--- src/rtl/core/fud_pkg.sv ---
`timescale 1ns / 1ps

package fud_pkg;

	// Characters with a special meaning in a form body
	localparam logic [7:0] CH_PLUS  = 8'h2B;  // '+'
	localparam logic [7:0] CH_PCT   = 8'h25;  // '%'
	localparam logic [7:0] CH_AMP   = 8'h26;  // '&'
	localparam logic [7:0] CH_EQ    = 8'h3D;  // '='
	localparam logic [7:0] CH_SPACE = 8'h20;  // ' '

	// Result kinds
	localparam logic [1:0] KIND_KEY   = 2'd0;
	localparam logic [1:0] KIND_VALUE = 2'd1;
	localparam logic [1:0] KIND_END   = 2'd2;

	// Escape progress
	localparam logic [1:0] PEND_NONE  = 2'd0;
	localparam logic [1:0] PEND_PCT   = 2'd1;
	localparam logic [1:0] PEND_DIGIT = 2'd2;

	// Most results one body byte can cause
	localparam int unsigned MAX_RES = 4;

	typedef struct packed {
		logic [7:0] data;
		logic [1:0] kind;
		logic       last;
	} fud_res_t;

	typedef struct packed {
		fud_res_t [MAX_RES-1:0] slot;
		logic [2:0]             cnt;
	} fud_list_t;

	typedef struct packed {
		logic       in_value;
		logic [1:0] pend;
		logic [7:0] held;
		logic       trunc;
	} fud_state_t;

	// Hex digit of either case: valid flag and nibble
	function automatic logic [4:0] fud_hex(input logic [7:0] c);
		logic [4:0] r;
		r = 5'd0;
		if (c >= 8'h30 && c <= 8'h39) begin
			r = {1'b1, c[3:0]};
		end else if ((c >= 8'h61 && c <= 8'h66) || (c >= 8'h41 && c <= 8'h46)) begin
			r = {1'b1, c[3:0] + 4'd9};
		end
		return r;
	endfunction

	// Append one result to a list, dropping anything past the last slot
	function automatic fud_list_t fud_put(input fud_list_t l, input logic [7:0] b,
			input logic [1:0] k);
		fud_list_t r;
		r = l;
		if (l.cnt < 3'(MAX_RES)) begin
			r.slot[l.cnt[1:0]].data = b;
			r.slot[l.cnt[1:0]].kind = k;
			r.slot[l.cnt[1:0]].last = 1'b0;
			r.cnt = l.cnt + 3'd1;
		end
		return r;
	endfunction

endpackage

--- src/rtl/core/fud_decode.sv ---
`timescale 1ns / 1ps

// Decodes one body byte against the current parse state: builds the list
// of results it causes and the next state.
module fud_decode (
	input  logic [7:0]          c,
	input  logic                last,
	input  fud_pkg::fud_state_t st,
	output fud_pkg::fud_list_t  res,
	output fud_pkg::fud_state_t st_nxt
);
	import fud_pkg::*;

	always_comb begin
		fud_list_t  l;
		fud_state_t s;
		logic [4:0] hx;
		logic [4:0] hh;
		logic [7:0] v;
		logic       fresh;

		l = '0;
		s = st;
		hx = fud_hex(c);
		hh = fud_hex(st.held);
		v = {hh[3:0], hx[3:0]};
		fresh = 1'b0;

		// Escape in progress, or plain byte
		if (s.pend == PEND_PCT) begin
			if (hx[4]) begin
				s.held = c;
				s.pend = PEND_DIGIT;
			end else begin
				l = fud_put(l, CH_PCT, s.in_value ? KIND_VALUE : KIND_KEY);
				s.pend = PEND_NONE;
				fresh = 1'b1;
			end
		end else if (s.pend == PEND_DIGIT) begin
			if (hx[4]) begin
				s.pend = PEND_NONE;
				if (v == 8'd0) begin
					s.trunc = 1'b1;
				end else begin
					l = fud_put(l, v, s.in_value ? KIND_VALUE : KIND_KEY);
				end
			end else begin
				l = fud_put(l, CH_PCT, s.in_value ? KIND_VALUE : KIND_KEY);
				l = fud_put(l, s.held, s.in_value ? KIND_VALUE : KIND_KEY);
				s.pend = PEND_NONE;
				fresh = 1'b1;
			end
		end else begin
			s.pend = PEND_NONE;
			fresh = 1'b1;
		end

		// Byte taken on its own
		if (fresh) begin
			if (c == CH_AMP) begin
				l = fud_put(l, 8'd0, KIND_END);
				s.in_value = 1'b0;
				s.trunc = 1'b0;
			end else if (c == CH_EQ && !s.in_value) begin
				s.in_value = 1'b1;
				s.trunc = 1'b0;
			end else if (!s.trunc) begin
				if (c == CH_PLUS) begin
					l = fud_put(l, CH_SPACE, s.in_value ? KIND_VALUE : KIND_KEY);
				end else if (c == CH_PCT) begin
					s.pend = PEND_PCT;
				end else if (c == 8'd0) begin
					s.trunc = 1'b1;
				end else begin
					l = fud_put(l, c, s.in_value ? KIND_VALUE : KIND_KEY);
				end
			end
		end

		// End of body: close open escape and pair, then back to reset state
		if (last) begin
			if (c != CH_AMP) begin
				if (s.pend == PEND_PCT) begin
					l = fud_put(l, CH_PCT, s.in_value ? KIND_VALUE : KIND_KEY);
				end else if (s.pend == PEND_DIGIT) begin
					l = fud_put(l, CH_PCT, s.in_value ? KIND_VALUE : KIND_KEY);
					l = fud_put(l, s.held, s.in_value ? KIND_VALUE : KIND_KEY);
				end
				l = fud_put(l, 8'd0, KIND_END);
			end
			s = '0;
			if (l.cnt != 3'd0) begin
				l.slot[2'(l.cnt - 3'd1)].last = 1'b1;
			end
		end

		res = l;
		st_nxt = s;
	end

endmodule

--- src/rtl/core/fud_res_buf.sv ---
`timescale 1ns / 1ps

// Result buffer: holds the results of one byte and hands them out one beat
// per cycle while the receiver is ready, head always in slot 0.
module fud_res_buf (
	input  logic               clk,
	input  logic               arst_n,
	input  logic               load,
	input  fud_pkg::fud_list_t list_in,
	output logic               can_load,
	output logic               m_axis_tvalid,
	input  logic               m_axis_tready,
	output logic [7:0]         m_axis_tdata,   // [7:0] out_byte
	output logic [1:0]         m_axis_tuser,   // [1:0] kind
	output logic               m_axis_tlast    // out_last
);
	import fud_pkg::*;

	fud_res_t [MAX_RES-1:0] slot_q;
	logic [2:0]             cnt_q;
	logic                   pop;

	assign pop      = m_axis_tvalid && m_axis_tready;
	assign can_load = (cnt_q == 3'd0) || (cnt_q == 3'd1 && m_axis_tready);

	assign m_axis_tvalid = (cnt_q != 3'd0);
	assign m_axis_tdata  = slot_q[0].data;
	assign m_axis_tuser  = slot_q[0].kind;
	assign m_axis_tlast  = slot_q[0].last;

	// Count of results still to send
	always_ff @(posedge clk or negedge arst_n) begin
		if (!arst_n) begin
			cnt_q <= 3'd0;
		end else if (load) begin
			cnt_q <= list_in.cnt;
		end else if (pop) begin
			cnt_q <= cnt_q - 3'd1;
		end
	end

	// Result slots: load a new list or shift toward the head
	always_ff @(posedge clk) begin
		if (load) begin
			slot_q <= list_in.slot;
		end else if (pop) begin
			for (int i = 0; i < MAX_RES - 1; i++) begin
				slot_q[i] <= slot_q[i+1];
			end
		end
	end

	a_cnt_range: assert property (@(posedge clk) disable iff (!arst_n)
		cnt_q <= 3'(MAX_RES))
		else $error("result count out of range");

	a_no_overwrite: assert property (@(posedge clk) disable iff (!arst_n)
		load |-> (cnt_q == 3'd0 || (cnt_q == 3'd1 && pop)))
		else $error("result list loaded over unsent results");

	a_last_is_tail: assert property (@(posedge clk) disable iff (!arst_n)
		(m_axis_tvalid && m_axis_tlast) |-> (cnt_q == 3'd1))
		else $error("tlast beat is not the final buffered result");

endmodule

--- src/rtl/core/form_urlencoded_decoder.sv ---
`timescale 1ns / 1ps

// Path: a body byte is held in the input register and decoded, and its results
//   are loaded into the result buffer, which presents them on the master side.
// Throughput: one byte per cycle while each byte yields at most one result and
//   the receiver is ready; a byte yielding N results (up to 4) stalls the input while they are sent.
// Reset: arst_n clears parse state, input register and result buffer.
module form_urlencoded_decoder (
	input  logic       clk,
	input  logic       arst_n,
	input  logic       s_axis_tvalid,
	output logic       s_axis_tready,
	input  logic [7:0] s_axis_tdata,   // [7:0] body_byte
	input  logic       s_axis_tlast,   // body_last
	output logic       m_axis_tvalid,
	input  logic       m_axis_tready,
	output logic [7:0] m_axis_tdata,   // [7:0] out_byte
	output logic [1:0] m_axis_tuser,   // [1:0] kind
	output logic       m_axis_tlast    // out_last
);
	import fud_pkg::*;

	logic       valid_s1;
	logic [7:0] byte_s1;
	logic       last_s1;
	fud_state_t st_q;
	fud_state_t st_nxt;
	fud_list_t  res;
	logic       can_load;
	logic       advance;

	assign advance       = valid_s1 && can_load;
	assign s_axis_tready = !valid_s1 || can_load;

	// Input register
	always_ff @(posedge clk or negedge arst_n) begin
		if (!arst_n) begin
			valid_s1 <= 1'b0;
		end else if (s_axis_tready) begin
			valid_s1 <= s_axis_tvalid;
		end
	end

	always_ff @(posedge clk) begin
		if (s_axis_tvalid && s_axis_tready) begin
			byte_s1 <= s_axis_tdata;
			last_s1 <= s_axis_tlast;
		end
	end

	// Parse state
	always_ff @(posedge clk or negedge arst_n) begin
		if (!arst_n) begin
			st_q <= '0;
		end else if (advance) begin
			st_q <= st_nxt;
		end
	end

	fud_decode u_decode (
		.c      (byte_s1),
		.last   (last_s1),
		.st     (st_q),
		.res    (res),
		.st_nxt (st_nxt)
	);

	fud_res_buf u_res_buf (
		.clk           (clk),
		.arst_n        (arst_n),
		.load          (advance),
		.list_in       (res),
		.can_load      (can_load),
		.m_axis_tvalid (m_axis_tvalid),
		.m_axis_tready (m_axis_tready),
		.m_axis_tdata  (m_axis_tdata),
		.m_axis_tuser  (m_axis_tuser),
		.m_axis_tlast  (m_axis_tlast)
	);

	a_body_end_resets: assert property (@(posedge clk) disable iff (!arst_n)
		(advance && last_s1) |=> (st_q == '0))
		else $error("parse state not cleared after last body byte");

	a_last_has_result: assert property (@(posedge clk) disable iff (!arst_n)
		(advance && last_s1) |-> (res.cnt != 3'd0))
		else $error("last body byte produced no result");

endmodule

--- config.mk ---
export PLATFORM = sky130hd
export DESIGN_NAME = form_urlencoded_decoder
export DESIGN_NICKNAME = d
export VERILOG_FILES = /design/src/rtl/core/fud_pkg.sv /design/src/rtl/core/fud_decode.sv /design/src/rtl/core/fud_res_buf.sv /design/src/rtl/core/form_urlencoded_decoder.sv
export SDC_FILE = /design/constraint.sdc
export NUM_CORES = 1
export LEC_CHECK = 0
export BUFFER_PORTS_ARGS = -buffer_cell sky130_fd_sc_hd__buf_2
export CORE_MARGIN = 10
export CORE_UTILIZATION = 60
export DETAILED_ROUTE_END_ITERATION = 12
export GPL_TIMING_DRIVEN = 0
export PLACE_DENSITY = 0.74
export SLEW_MARGIN = 20
export SYNTH_ARGS = -nofsm -noshare
export SYNTH_HDL_FRONTEND = slang
export SYNTH_SLANG_ARGS = --single-unit
--- constraint.sdc ---
create_clock -name clk -period 13.5 [get_ports clk]
set_input_delay 0.675 -clock clk [delete_from_list [all_inputs] [get_ports clk]]
set_output_delay 0.675 -clock clk [all_outputs]
set_load 0.01 [all_outputs]
* Word level (Yosys, flattened, before mapping)
Index checks and enable logic that the tools add are counted.
Widths: inputs -> output; s select.
** Storage, ports and cells
- Bits in registers :: 69
- Bits of input ports :: 13
- Output and inout port bits :: 13
** Cells by class
- Add/sub/neg operators :: 9
- Magnitude comparators :: 29
- Equality and inequality tests :: 10
- Muxes and demuxes :: 125
- Reductions and logical operators :: 29
** Operator list (count)
- $mux 47 :: 28
- $bwmux 44 :: 22
- $demux 11 s2 :: 16
- $mux 33 :: 2
- $mux 14 :: 4
- $mux 11 :: 5
- $mux 44 :: 1
- $eq 8x6->1 const B :: 4
- $ge 8x7->1 const B :: 4
- $le 8x7->1 const B :: 4
- $mux 1 :: 24
- $mux 12 :: 2
- $mux 3 :: 8
- $lt 2x3->1 const B :: 6
- $logic_and 1x1->1 :: 17
- $ge 8x6->1 const B :: 2
- $le 8x6->1 const B :: 2
- $logic_not 8->1 :: 2
- $mux 8 :: 2
- $add 3x1->3 const B :: 5
- $lt 3x3->1 const B :: 5
- $mux 2 :: 7
- $ge 2x1->1 const B :: 6
- $mux 5 :: 2
- 13 further kinds :: 22

* Logic depth before layout (Yosys ltp)
- Word-level depth :: 77
- Gate-level depth with buffers :: 26
- Mapped depth without buffers :: 24

* By module
From an unflattened synthesis, not the netlist that was laid out.
** Unflattened totals
- Cell total of the unflattened synthesis :: 568
- Area, all modules :: 5705.5 um^2
** Modules (own cells, without submodules)
- fud_decode :: instances 1, cells each 409, area each 2702.6 um^2, seq. area each 0.0 um^2
- fud_res_buf :: instances 1, cells each 119, area each 2197.1 um^2, seq. area each 1396.3 um^2
- form_urlencoded_decoder :: instances 1, cells each 40, area each 805.8 um^2, seq. area each 595.6 um^2

* Worst setup path before layout
Ideal clock, no wire load.
- Kind :: flip-flop to flip-flop
- Start point :: register byte_s1[1]
- End point :: register u_res_buf.slot_q (netlist bit u_res_buf.m_axis_tlast) (data pin)
- Library setup time :: 0.257 ns
- Arrival :: 5.235 ns
- Required time :: 13.243 ns
- Setup slack :: 8.008 ns
- Stages on the path, launching flop included :: 26
- Buffers on the path :: 1
- Period minus slack after synthesis :: 5.492 ns
- Cell sequence :: edfxtp_1 -> clkbuf_1 -> inv_1 -> ha_1 -> o21bai_1 -> a21o_1 -> a2bb2oi_1 -> and3_1 -> nor2_2 -> nor2_4 -> inv_1 -> ha_1 -> nor3_1 -> mux2i_2 -> ha_1 -> mux2i_1 -> inv_1 -> ha_1 -> a31oi_1 -> a21boi_2 -> inv_1 -> ha_1 -> nor2_1 -> o2bb2ai_1 -> a31o_2 -> a32o_1
** On the way
- Longest elaborated chain between the ends :: 49
- Elaborated cells on any way between the ends :: 131
- Classes of those cells :: add/sub: 6; order compare: 20; eq/ne: 7; mux: 85; reduce/logical: 13
** Ends and longest elaborated chain
- start, declared :: line form_urlencoded_decoder.sv:24 : logic [7:0] byte_s1;
- start signal, assigned :: line form_urlencoded_decoder.sv:46 : byte_s1 <= s_axis_tdata;
- branches (longest 47 deep; another with $ge 8x7->1)
- $mux 47 (*) :: line fud_decode.sv:81 : if (last) begin
- $mux 33 (*) :: line fud_res_buf.sv:44 : if (load) begin
- end signal, assigned :: line fud_res_buf.sv:45 : slot_q <= list_in.slot;
- end signal, assigned by index :: line fud_res_buf.sv:48 : slot_q[i] <= slot_q[i+1];
- end, declared :: line fud_res_buf.sv:19 : fud_res_t [MAX_RES-1:0] slot_q;
Mark *: on every way between the ends. The select of a mux whose other input is x is not followed.
A chain may end at the register's enable or synchronous reset.

* Worst setup path in the final report
Same ends and word-level chain as after synthesis.

==> impl_metrics.tcl <==
set metrics [dict create \
    status "finished, final reports clean" \
    end_kind "flip-flop" \
    grt_usage 0.306 \
    synth_edf_count 53 \
    endpoint "u_res_buf.m_axis_tlast$_DFFE_PP_" \
    clock.fmax_mhz 136 \
    synth_area_mm2 0.00543 \
    avgSynthCellArea_um2 8.91 \
    arrival_ns 7.49 \
    worst-setup-path-type "flip-flop to flip-flop" \
    ir_worst_vdd_mv 0.131 \
    antenna_found_initial 0 \
    portBuffers 25 \
    dp_hpwl_um 14900 \
    cts_tree "built" \
    syn_inst 610 \
    ctsHoldBuffers 0 \
    critPathMostFrequentCell "ha_1" \
    cp-startpoint "byte_s1[1]$_DFFE_PP_" \
    synth_nets 651 \
    grt_pass1_vias 5448 \
    fp.dieH_um 115 \
    drt_wl_total_um 20400 \
    final_antenna_net_count 0 \
    r2r.worst_path.cells 26 \
    crit_buf_inv 6 \
    r2r-start "byte_s1[1]$_DFFE_PP_" \
    period_share 0.546 \
    clkSinkCount 69 \
    synth-seq-cells 69 \
    die_area_mm2 0.0133 \
    crit-reg2reg-capture "u_res_buf.m_axis_tlast$_DFFE_PP_" \
    async_flop_share 0.232 \
    ff2ff_setup_slack_ns 6.13 \
    slew_violations 0 \
    areaGrowthSynthToFinish_pct 8.66 \
    startpoint_type "flip-flop" \
    cpPeakStageDelay_ns 0.58 \
    core_area_mm2 0.00876 \
    p_per_area_mw_per_mm2 166 \
    power.leakage_uw 0.00236 \
    crit_cells 26 \
    overflow 0 \
    placed_cells 743 \
    rsz0062_at_grt "no" \
    hold_viol_final 0 \
    cts_resized 0 \
    layout_common_cells "71 x nand2_1, 53 x edfxtp_1, 47 x a21oi_1, 44 x nor2_1, 43 x o21ai_0" \
    grt_max_degree 40 \
    hold_path_class "primary input to async pin" \
    nets 687 \
    fin_cells 759 \
    ios 26 \
    viasPerCell 7.41 \
    setup-tns-final_ns 0 \
    num_rows 34 \
    cts_setup_buffers 0 \
    drive_above_1_share 0.143 \
    ys_seq_area_frac 0.367 \
    drc_errors 0 \
    vias 5621 \
    synth.distinct_cells 91 \
    path_clk_slew_ns 0.09 \
    setup_viol 0 \
    finalClockSkew_ns 0.0109 \
    drtPass1Iterations 9 \
    insertion_delay_ns 0.36 \
    start_util 0.620 \
    antenna_cells 0 \
    fp.dieW_um 115 \
    max_slew_margin 0.292 \
    grt_pass1_wl_um 31100 \
    path_delay_family "simple AND/OR/NAND/NOR gates" \
    yosysWarningCount 0 \
    ys.flop_type "edfxtp_1" \
    numCtsBuffers 9 \
    cts.path.max_buffers 2 \
    tightest_slew_ns 1.03 \
    gp_congestion 1.06 \
    worstPathRequired_ns 13.62 \
    cp_max_fo 10 \
    period_needed_ns 7.37 \
    htree_levels 3 \
    drt_iter0_markers 961 \
    crit_slowest_cell "nor3_1" \
    cap_violations 0 \
    clockRootBuffer "clkbuf_8" \
    finalPower_uw 982 \
    hold_slack_ns 0.247 \
    wl_per_cell_um 26.9 \
    final_common_cell "nand2_1" \
]
## worst register-to-register path, delay by kind of cell, from the launching register on
family	cells	cell delay, ns
adder cells (fa/ha/maj)	5	1.75
flip-flops	1	0.39
AND/OR/NAND/NOR	8	2.12
buffers and inverters	6	1.28
AO/OA/AOI/OAI	5	1.14
multiplexers	2	0.46
## final cells by class
| cell class | count | area (µm²) |
|---|---|---|
| Multi-Input combinational cell | 468 | 3100 |
| Inverter | 26 | 97.6 |
| Clock buffer | 11 | 153 |
| Clock inverter | 5 | 57.6 |
| Sequential cell | 69 | 1990 |
| Fill cell | 732 | 2860 |
| Tap cell | 108 | 135 |
| Timing Repair Buffer | 25 | 125 |
| Buffer | 47 | 244 |
## flip-flops by register name, indices dropped and copies added (netlist names)
| register | flops |
|---|---|
| last_s1 | 1 |
| u_res_buf.m_axis_tdata | 8 |
| u_res_buf.slot_q | 33 |
| valid_s1 | 1 |
| byte_s1 | 8 |
| u_res_buf.cnt_q | 3 |
| u_res_buf.m_axis_tuser | 2 |
| st_q | 12 |
| u_res_buf.m_axis_tlast | 1 |
## worst min-delay path by stage
stage | start | endpoint | slack (ns)
floorplan | arst_n | st_q[0]$_DFFE_PN0P_ | 0.38
global placement | u_res_buf.slot_q[39]$_DFFE_PP_ | u_res_buf.slot_q[28]$_DFFE_PP_ | 0.50
detailed placement | u_res_buf.slot_q[39]$_DFFE_PP_ | u_res_buf.slot_q[28]$_DFFE_PP_ | 0.51
CTS | arst_n | valid_s1$_DFFE_PN0N_ | 0.26
global route | arst_n | valid_s1$_DFFE_PN0N_ | 0.26
finish | arst_n | u_res_buf.cnt_q[2]$_DFFE_PN0P_ | 0.25
## synthesized netlist by cell type (5+ instances only)
cell | instances | area, µm²
a211oi_1 | 6 | 45.0
a21oi_1 | 47 | 235
a221oi_1 | 8 | 70.1
a22oi_1 | 9 | 67.6
a31oi_1 | 11 | 68.8
a32o_1 | 8 | 80.1
and3_1 | 5 | 31.3
buf_2 | 5 | 25.0
buf_4 | 10 | 75.1
clkbuf_1 | 25 | 93.8
dfrtp_1 | 16 | 400
edfxtp_1 | 53 | 1590
ha_1 | 28 | 350
inv_1 | 25 | 93.8
nand2_1 | 71 | 267
nand3_1 | 16 | 80.1
nand3b_1 | 5 | 37.5
nand4_1 | 5 | 31.3
nor2_1 | 44 | 165
nor2b_1 | 5 | 31.3
nor3_1 | 18 | 90.1
o211ai_1 | 6 | 45.0
o21ai_0 | 43 | 215
o22ai_1 | 10 | 62.6
## layer usage
layer  up-vias  global-route usage  share of wire  routed length [µm]
met3       122               0.107           0.15                3030
met4         0               0.167          0.064                1310
met2       544               0.452           0.42                8660
li1       2384                   -              -                   -
met1      2571               0.383           0.36                7390
met5         -                   0              0                   0
## cells by family (layout without fill, tap and decap cells)
family	count (synthesis)	in the layout	share of synthesized area
AOI/OAI and AO/OA	215	215	0.277
and+or+nand+nor	213	213	0.205
buffers and inverters	73	114	0.0629
DFF	69	69	0.367
adders and majority gates	28	28	0.0645
xor gates and xnor gates	6	6	0.0111
muxes	6	6	0.0124
## stage by stage
stage / utilization / cell area [µm²] / setup slack, ns
floorplan: - / 5430 / 8.01
global placement: 0.650 / 5690 / 6.64
detailed placement: 0.650 / 5690 / 6.46
CTS: 0.674 / 5900 / 6.42
global route: 0.674 / 5900 / 5.83
finish: 0.674 / 5900 / 6.13
## where the power goes
part	switching (µW)	leakage, µW	total [µW]	internal (µW)
Clock	90.3	0.000105	187	96.8
Combinational	280	0.00156	425	145
Sequential	42.1	0.000697	370	328
Power figures use the tool's default switching activity.
